<file path="src/hw/rtl/sfc_pkg.sv">
// Shared types and constants of the shape-fill canvas engine.
// Used by sfc_shape_unit, sfc_canvas and shape_fill_canvas_engine_top.
// Depends on nothing else.
`default_nettype none

package sfc_pkg;

    localparam int MAX_ROWS   = 256;
    localparam int MAX_COLS   = 256;
    localparam int NUM_COLORS = 9;

    localparam int ACT_W   = 3;
    localparam int POS_W   = 10;
    localparam int SIZE_W  = 9;
    localparam int COLOR_W = 4;
    localparam int COUNT_W = 17;

    localparam int CFG_W     = 9;
    localparam int CFG_IDX_W = 1;

    localparam int IN_TDATA_W  = 56;
    localparam int OUT_TDATA_W = 24;

    localparam int ROW_W     = (MAX_ROWS > 1) ? $clog2(MAX_ROWS) : 1;
    localparam int COL_W     = (MAX_COLS > 1) ? $clog2(MAX_COLS) : 1;
    localparam int ADDR_W    = ROW_W + COL_W;
    localparam int MEM_DEPTH = 1 << ADDR_W;

    localparam int ROW_CMP_W = ((ROW_W > CFG_W) ? ROW_W : CFG_W) + 1;
    localparam int COL_CMP_W = ((COL_W > CFG_W) ? COL_W : CFG_W) + 1;

    localparam int MAX_XY_W = (ROW_W > COL_W) ? ROW_W : COL_W;
    localparam int D_W      = ((MAX_XY_W > POS_W) ? MAX_XY_W : POS_W) + 2;
    localparam int SQ_W     = 2 * D_W;

    localparam logic [COUNT_W-1:0] COUNT_MAX      = '1;
    localparam logic [CFG_W-1:0]   CFG_ROWS_RESET = 9'd256;
    localparam logic [CFG_W-1:0]   CFG_COLS_RESET = 9'd256;

    localparam logic [CFG_IDX_W-1:0] REG_ROWS = 1'b0;
    localparam logic [CFG_IDX_W-1:0] REG_COLS = 1'b1;

    typedef enum logic [ACT_W-1:0] {
        ACT_DISC    = 3'd0,
        ACT_DIAMOND = 3'd1,
        ACT_RECT    = 3'd2,
        ACT_TRI     = 3'd3,
        ACT_CLEAR   = 3'd4,
        ACT_READ    = 3'd5,
        ACT_COUNT   = 3'd6
    } t_action;

    typedef enum logic [2:0] {
        ST_CLEAR,
        ST_IDLE,
        ST_SETUP,
        ST_SCAN,
        ST_READ,
        ST_DRAIN,
        ST_OUT
    } t_state;

    typedef enum logic [1:0] {
        MUL_PX,
        MUL_PY,
        MUL_R
    } t_mul_sel;

    typedef struct packed {
        logic [ACT_W-1:0]   action;
        logic [POS_W-1:0]   pos_x;
        logic [POS_W-1:0]   pos_y;
        logic [SIZE_W-1:0]  radius;
        logic [SIZE_W-1:0]  rect_length;
        logic [SIZE_W-1:0]  shape_width;
        logic [COLOR_W-1:0] color;
    } t_item;

    typedef struct packed {
        logic     setup;
        t_mul_sel mul_sel;
        logic     row_step;
        logic     col_step;
    } t_shape_ctl;

    typedef struct packed {
        logic               we;
        logic [ADDR_W-1:0]  waddr;
        logic [COLOR_W-1:0] wdata;
        logic               re;
        logic [ADDR_W-1:0]  raddr;
        logic               count_clr;
        logic               count_on;
        logic [COLOR_W-1:0] count_color;
    } t_canvas_req;

endpackage

`default_nettype wire

</file>
<file path="src/hw/rtl/sfc_shape_unit.sv">
// Shared shape unit: one squarer for the setup steps and incremental distance terms
// that are stepped along the canvas scan, plus the per-cell containment test.
// Depends on sfc_pkg.
`default_nettype none

module sfc_shape_unit (
    input  logic                i_clk,
    input  sfc_pkg::t_shape_ctl i_ctl,
    input  sfc_pkg::t_item      i_item,
    output logic                o_inside
);

    localparam logic signed [sfc_pkg::D_W-1:0] ONE_D = 1;

    logic signed [sfc_pkg::D_W-1:0] r_dx, r_dy, n_dx, n_dy;
    logic signed [sfc_pkg::D_W-1:0] px_ext, py_ext;
    logic [sfc_pkg::SQ_W-1:0]       r_sq_x, r_sq_y, r_py2, r_r2;
    logic [sfc_pkg::SQ_W-1:0]       n_sq_x, n_sq_y, n_py2, n_r2;
    logic [sfc_pkg::POS_W-1:0]      mag_px, mag_py, mul_a;
    logic [2*sfc_pkg::POS_W-1:0]    mul_p;
    logic [sfc_pkg::SQ_W-1:0]       mul_q;
    logic signed [sfc_pkg::D_W:0]   step_x, step_y;
    logic [sfc_pkg::D_W-1:0]        abs_dx, abs_dy;
    logic [sfc_pkg::D_W:0]          man_sum;
    logic [sfc_pkg::SQ_W:0]         sq_sum;
    logic [sfc_pkg::SIZE_W-1:0]     half_w;
    logic                           in_disc, in_diamond, in_rect, in_tri;

    assign px_ext = {{(sfc_pkg::D_W-sfc_pkg::POS_W){i_item.pos_x[sfc_pkg::POS_W-1]}},
                     i_item.pos_x};
    assign py_ext = {{(sfc_pkg::D_W-sfc_pkg::POS_W){i_item.pos_y[sfc_pkg::POS_W-1]}},
                     i_item.pos_y};

    assign mag_px = i_item.pos_x[sfc_pkg::POS_W-1] ? sfc_pkg::POS_W'(-px_ext) : i_item.pos_x;
    assign mag_py = i_item.pos_y[sfc_pkg::POS_W-1] ? sfc_pkg::POS_W'(-py_ext) : i_item.pos_y;

    always_comb begin
        unique case (i_ctl.mul_sel)
            sfc_pkg::MUL_PX: mul_a = mag_px;
            sfc_pkg::MUL_PY: mul_a = mag_py;
            sfc_pkg::MUL_R:  mul_a = sfc_pkg::POS_W'(i_item.radius);
            default:         mul_a = '0;
        endcase
    end

    assign mul_p  = mul_a * mul_a;
    assign mul_q  = sfc_pkg::SQ_W'(mul_p);
    assign step_x = {r_dx, 1'b1};
    assign step_y = {r_dy, 1'b1};

    always_comb begin
        n_dx   = r_dx;
        n_dy   = r_dy;
        n_sq_x = r_sq_x;
        n_sq_y = r_sq_y;
        n_py2  = r_py2;
        n_r2   = r_r2;
        if (i_ctl.setup) begin
            unique case (i_ctl.mul_sel)
                sfc_pkg::MUL_PX: begin
                    n_sq_x = mul_q;
                    n_dx   = -px_ext;
                    n_dy   = -py_ext;
                end
                sfc_pkg::MUL_PY: begin
                    n_sq_y = mul_q;
                    n_py2  = mul_q;
                end
                sfc_pkg::MUL_R: begin
                    n_r2 = mul_q;
                end
                default: begin
                    n_r2 = r_r2;
                end
            endcase
        end else if (i_ctl.row_step) begin
            n_dx   = r_dx + ONE_D;
            n_dy   = -py_ext;
            n_sq_x = r_sq_x + sfc_pkg::SQ_W'(step_x);
            n_sq_y = r_py2;
        end else if (i_ctl.col_step) begin
            n_dy   = r_dy + ONE_D;
            n_sq_y = r_sq_y + sfc_pkg::SQ_W'(step_y);
        end
    end

    always_ff @(posedge i_clk) begin
        r_dx   <= n_dx;
        r_dy   <= n_dy;
        r_sq_x <= n_sq_x;
        r_sq_y <= n_sq_y;
        r_py2  <= n_py2;
        r_r2   <= n_r2;
    end

    assign abs_dx  = r_dx[sfc_pkg::D_W-1] ? unsigned'(-r_dx) : unsigned'(r_dx);
    assign abs_dy  = r_dy[sfc_pkg::D_W-1] ? unsigned'(-r_dy) : unsigned'(r_dy);
    assign man_sum = {1'b0, abs_dx} + {1'b0, abs_dy};
    assign sq_sum  = {1'b0, r_sq_x} + {1'b0, r_sq_y};
    assign half_w  = (i_item.shape_width == '0) ? '0
                   : ((i_item.shape_width - sfc_pkg::SIZE_W'(1)) >> 1);

    assign in_disc    = sq_sum <= {1'b0, r_r2};
    assign in_diamond = man_sum <= (sfc_pkg::D_W+1)'(i_item.radius);
    assign in_rect    = !r_dx[sfc_pkg::D_W-1] && !r_dy[sfc_pkg::D_W-1]
                     && (abs_dx < sfc_pkg::D_W'(i_item.rect_length))
                     && (abs_dy < sfc_pkg::D_W'(i_item.shape_width));
    assign in_tri     = !r_dy[sfc_pkg::D_W-1] && (man_sum <= (sfc_pkg::D_W+1)'(half_w));

    always_comb begin
        unique case (i_item.action)
            sfc_pkg::ACT_DISC:    o_inside = in_disc;
            sfc_pkg::ACT_DIAMOND: o_inside = in_diamond;
            sfc_pkg::ACT_RECT:    o_inside = in_rect;
            sfc_pkg::ACT_TRI:     o_inside = in_tri;
            default:              o_inside = 1'b0;
        endcase
    end

endmodule

`default_nettype wire

</file>
<file path="config.mk">
export PLATFORM = sky130hd
export DESIGN_NAME = sfc_shape_unit
export DESIGN_NICKNAME = d
export VERILOG_FILES = /design/src/hw/rtl/sfc_pkg.sv /design/src/hw/rtl/sfc_shape_unit.sv
export SDC_FILE = /design/constraint.sdc
export NUM_CORES = 1
export LEC_CHECK = 0
export ABC_CLOCK_PERIOD_IN_PS = 8200
export BUFFER_PORTS_ARGS = -buffer_cell sky130_fd_sc_hd__buf_4
export CAP_MARGIN = 20
export CORE_AREA = 8 8 205 207
export DETAILED_ROUTE_END_ITERATION = 8
export DIE_AREA = 0 0 213 215
export PLACE_DENSITY = 0.58
export SYNTH_ARGS = -nofsm -noshare
export SYNTH_HDL_FRONTEND = slang
export SYNTH_SLANG_ARGS = --single-unit
</file>
<file path="constraint.sdc">
create_clock -name i_clk -period 8.2 [get_ports i_clk]
set_clock_uncertainty 0.15 [all_clocks]
set_input_delay 0.82 -clock i_clk [delete_from_list [all_inputs] [get_ports i_clk]]
set_output_delay 0.82 -clock i_clk [all_outputs]
set_load 0.01 [all_outputs]
</file>
# [Yosys cells after proc, flatten, opt, wreduce, memory -nomap -nowiden]
# Cells that the tools add are included.
[totals] inputBits=60 output_inout_bits=1 regBits=112
[classes] mul=1 reduce_logical=16 add_sub_neg=11 magnitude_cmp=5 n_eq_ne=7 muxes=21
[op_table] op="$mux 24" count=7
[op_table] op="$mux 12" count=9
[op_table] op="$add 24x24->24" count=2
[op_table] op="$pmux 10 s3" count=1
[op_table] op="$add 24x24->25" count=1
[op_table] op="$le 25x20->1" count=1
[op_table] op="$add 12x2->12 const B" count=2
[op_table] op="$lt 12x9->1" count=2
[op_table] op="$neg 10->12" count=2
[op_table] op="$neg 12->12" count=2
[op_table] op="$mul 10x10->20" count=1
[op_table] op="$mux 10" count=2
[op_table] op="$add 12x12->13" count=1
[op_table] op="$le 13x8->1" count=1
[op_table] op="$le 13x9->1" count=1
[op_table] op="$reduce_and 2->1" count=5
[op_table] op="$logic_not 9->1" count=1
[op_table] op="$sub 9x1->9 const B" count=1
[op_table] op="$mux 8" count=1
[op_table] op="$eq 3x2->1 const B" count=2
[op_table] op="$logic_and 1x1->1" count=4
[op_table] op="$ne 2x1->1 const B" count=2
[op_table] op="$pmux 1 s4" count=1
[op_table] op="$eq 3x1->1 const B" count=1
[op_table] op="7 further kinds" count=8

# [Logic depth before layout (Yosys ltp)]
[logic_depth] word_depth=6 ltp_mapped=30 mapped_depth_nobuf=30

# [Worst setup path after synthesis]
# No wires, ideal clock.
[synth_timing] path_type="in2reg" from="input i_item[33] in the netlist's numbering" to="register r_sq_x[17] in the netlist's numbering (data pin)" arrival_time_ns=7.089 t_required_ns=7.790 path_buffers=1 slack_ns=0.701 stages=24 cell_sequence="or3_1 -> or3_1 -> or2_1 -> nor4_1 -> ha_1 -> mux2i_1 -> or2_2 -> clkbuf_1 -> nor2_1 -> inv_1 -> fa_1 -> fa_1 -> inv_1 -> fa_1 -> fa_1 -> fa_1 -> ha_1 -> nor2b_1 -> o21ai_0 -> o21ai_1 -> a211o_1 -> a21oi_1 -> xnor2_1 -> mux2_2"
[synth_between] elab_chain_cells=6
[synth_rtl] item="start: declaration" line="sfc_shape_unit.sv:9" rtl="input sfc_pkg::t_item i_item,"
[synth_rtl] item="$neg 10->12"
[synth_rtl] item="$mux 10 (*)" line="sfc_shape_unit.sv:35" rtl="assign mag_py = i_item.pos_y[sfc_pkg::POS_W-1] ? sfc_pkg::POS_W'(-py_ext) : i_item.pos_y;"
[synth_rtl] item="$pmux 10 s3 (*)" line="sfc_shape_unit.sv:38" rtl="unique case (i_ctl.mul_sel)"
[synth_rtl] item="$mul 10x10->20 (*)" line="sfc_shape_unit.sv:46" rtl="assign mul_p = mul_a * mul_a;"
[synth_rtl] item="net mul_p (one bit)" line="sfc_shape_unit.sv:20" rtl="logic [2*sfc_pkg::POS_W-1:0] mul_p;"
[synth_rtl] item="$mux 24 (*)" line="sfc_shape_unit.sv:59" rtl="unique case (i_ctl.mul_sel)"
[synth_rtl] item="$mux 24 (*)" line="sfc_shape_unit.sv:58" rtl="if (i_ctl.setup) begin"
[synth_rtl] item="net n_sq_x (one bit)" line="sfc_shape_unit.sv:18" rtl="logic [sfc_pkg::SQ_W-1:0] n_sq_x, n_sq_y, n_py2, n_r2;"
[synth_rtl] item="end signal: assignment" line="sfc_shape_unit.sv:90" rtl="r_sq_x <= n_sq_x;"
[synth_rtl] item="end: declaration" line="sfc_shape_unit.sv:17" rtl="logic [sfc_pkg::SQ_W-1:0] r_sq_x, r_sq_y, r_py2, r_r2;"
# The timed path passes the listed nets; every way through them passes the cells marked *. The select of a mux whose other input is x is not followed.
# A chain may end at the register's enable or synchronous reset.

# [Worst setup path in the final report]
[layout_timing] from="input i_item[41] in the netlist's numbering" to="register r_sq_y[18] in the netlist's numbering (data pin)"
[layout_between] elab_chain_cells=6
[layout_rtl] item="$neg 10->12"
[layout_rtl] item="$mux 10 (*)" line="sfc_shape_unit.sv:34" rtl="assign mag_px = i_item.pos_x[sfc_pkg::POS_W-1] ? sfc_pkg::POS_W'(-px_ext) : i_item.pos_x;"
[layout_rtl] item="$pmux 10 s3 (*)" line="sfc_shape_unit.sv:38"
[layout_rtl] item="$mul 10x10->20 (*)" line="sfc_shape_unit.sv:46"
[layout_rtl] item="$mux 24 (*)" line="sfc_shape_unit.sv:59"
[layout_rtl] item="$mux 24 (*)" line="sfc_shape_unit.sv:58"
[layout_rtl] item="net n_sq_y (one bit)" line="sfc_shape_unit.sv:18"
[layout_rtl] item="end signal: assignment" line="sfc_shape_unit.sv:91" rtl="r_sq_y <= n_sq_y;"
[layout_rtl] item="end: declaration" line="sfc_shape_unit.sv:17"
# Marked as above.

==> metrics <==
status finished clean; global-route usage over all layers 16.2%; total overflow reported by the global router 0; worst setup path end r_sq_y[18]; most common cell after layout, fill and taps aside ha_1; total nets after synthesis 1818; Total Routed Length 37.1 mm; path class of the lowest-slack min-delay path flop to flop; pin count of the biggest net entering global routing 38; clock tree from TritonCTS yes; total area of multi-input combinational cells 0.00932 mm²; category of the most critical setup path input pin to flop; total CTS buffers 9; flip-flop cell with the highest count after synthesis edfxtp_1; final weighted congestion of routability-driven global placement 0.881; Period Utilization, post-route 93.2%; number of distinct library cells after synthesis 69; worst r2r path cells 10; antenna violations before repair 0; clock transition at the registers of the reported paths 0.07 ns; Post-CTS Setup Repair Bufs 0; dominant cell type by area after synthesis edfxtp_1; achievable frequency 0.131 GHz; dpl cells 2086; Chip Width 213 µm; number of vias in the routed layout 10900; H-Tree Level Count 3; slowest stage delay, CP 0.53 ns; most used cells in the layout excluding fill and tap cells ha_1 (187), inv_1 (166), nor2_1 (124); die height 215 µm; number of antenna diodes 0; clock insertion delay at the later pin of the skew report 0.37 ns; synthesis-stage register bit count 110; transition time at the pin with the least slew margin 1.02 ns; starting utilization of the core area 34.3%; number of iterations in the first detailed-routing pass 5; quantity of hold-fixing buffers added after cts 0; Yosys warning total 0; startpoint type of the worst setup path input pin; Critical Path End Type flop; sequential area share after synthesis 24.7%; number of clock sinks seen by CTS 110; number of gates resized after cts 0; CP max-delay cell fa_1; number of inserted filler cells in the final layout 3939; number of non-filler instances in the completed layout 2101; antenna-violating nets left 0; setup repair after global routing missed its margin no; number of buffers on the longest clock path 2; Final Max Tran Viols 0; CORE AREA 0.0390 mm²; Yosys top cell area share 24.7%; number of global-route vias before repair 11000; number of placed I/O pins 61; post-DP HPWL 30.2 mm; storage element area 0.00330 mm²; count of maximum capacitance violations 0; detailed-route DRC error count 0; async set or reset register ratio after synthesis 0%; IO Port Bufs 56; Setup crit start i_item[41]; Worst path top cell family by delay adder cells; reg-to-reg setup timing slack 4.27 ns; origin of the critical flop-to-flop path r_dx[0]; cell mode on critical path inv_1; DR iter-0 viols 775; Max rail drop VDD 139 µV; placement row count 73; average vias per placed instance 5.21; end of the worst register-to-register path r_sq_x[22]; endpoint required time on the critical path 8.14 ns; wire length of the first global-routing pass 58.7 mm; cell area after technology mapping 0.0134 mm²; reported leakage power 6.62 nW; Max-Slew Margin vs Limit 32.3%; Power Density 261 mW/mm²; Crit path arrival time 7.58 ns; layout cell share with drive strength beyond 1 7.99%; Area growth syn-to-layout 10.2%; time the worst path needs with I/O delays and setup 7.64 ns; Wirelength per Cell 17.7 µm; Max Fanout on Critical Path 5; CTS root buf clkbuf_16; top cells by area in the synthesized netlist edfxtp_1 (25%), ha_1 (17%), fa_1 (7.6%), xnor2_1 (7.2%), inv_1 (4.7%); average size of a mapped cell 8.81 µm²; number of synthesized flops with an enable pin 110; tightest hold margin 0.408 ns; sum of buffers and inverters on the critical path 12; Cells after Synth 1520; Setup TNS 0 ns; final hold violation count 0; Crit path depth 33; area enclosed by the die boundary 0.0458 mm²; count of endpoints failing setup in the final report 0; layout net count 1870
worst min path at each step:
stage	start	cells past startpoint	to	slack (ns)
final	r_py2[14]	2	r_sq_y[14]	0.41
after global routing	r_py2[14]	2	r_sq_y[14]	0.47
after CTS	r_py2[14]	2	r_sq_y[14]	0.41
after detailed placement	r_py2[14]	2	r_sq_y[14]	0.40
after global placement	r_py2[14]	2	r_sq_y[14]	0.39
after floorplan	r_py2[12]	2	r_sq_y[12]	0.37
metal layers:
layer  track usage [%]  part of all wire, %  up-vias  wire, µm
li1                  -                    -     5473         -
met5                 0                    0        -         0
met1              22.4                   48     5250     17900
met4              4.26                  1.8        0       684
met3              2.11                  4.0       35      1500
met2              26.3                   46      187     17000
metrics by stage:
stage,setup WS [ns],util [%],total power [mW],instance area (µm²)
global route,0.138,37.9,4.21,14800
floorplan,0.701,-,2.78,13400
detailed placement,0.262,37.2,3.42,14500
finish,0.559,37.9,3.86,14800
global placement,0.278,37.2,3.37,14500
CTS,0.631,37.9,3.86,14800
registers in the layout (all words and copies together) (netlist names):
register	count
r_dx	12
r_dy	12
r_py2	19
r_r2	19
r_sq_x	24
r_sq_y	24
cell families after synthesis:
group / synth area share [%]
AO/OA/AOI/OAI: 18.1
XOR/XNOR: 10.1
adder cells (fa/ha/maj): 25.1
buffers and inverters: 5.88
flip-flops: 24.7
multiplexers: 1.75
AND/OR/NAND/NOR: 14.4
synthesized netlist by cell type, types with 31 or more instances:
cell      instances
xor2_1           45
a21o_1           42
nand3_1          33
o21ai_0          95
edfxtp_1        110
ha_1            187
inv_1           166
fa_1             51
nor2_1          124
xnor2_1         110
nand2_1         113
clkbuf_1         31
a21oi_1          92
layout make-up:
| cell class | count | area share, % |
|---|---|---|
| Clock buffer | 10 | 1.55 |
| Clock inverter | 5 | 0.237 |
| Inverter | 169 | 4.30 |
| Multi-Input combinational cell | 1203 | 63.1 |
| Sequential cell | 110 | 22.4 |
| Tap cell | 525 | 4.45 |
| Timing Repair Buffer | 79 | 4.02 |
worst reg2reg max path, cell delays in order, from the launching register on:
cell	delay, ns
edfxtp_1	0.62
fa_1	0.51
a21o_1	0.19
a21oi_1	0.27
o21ai_0	0.17
a31oi_1	0.30
o21ai_0	0.30
o41ai_1	0.72
o21ai_0	0.24
xnor2_1	0.17
nor2_1	0.05
power by group:
group / switching (mW) / internal, mW / leakage, nW
logic: 1.44 / 1.08 / 5.46
registers: 0.105 / 0.822 / 1.03
clock network: 0.209 / 0.206 / 0.129
No activity file was read; power rests on OpenSTA's default activity.
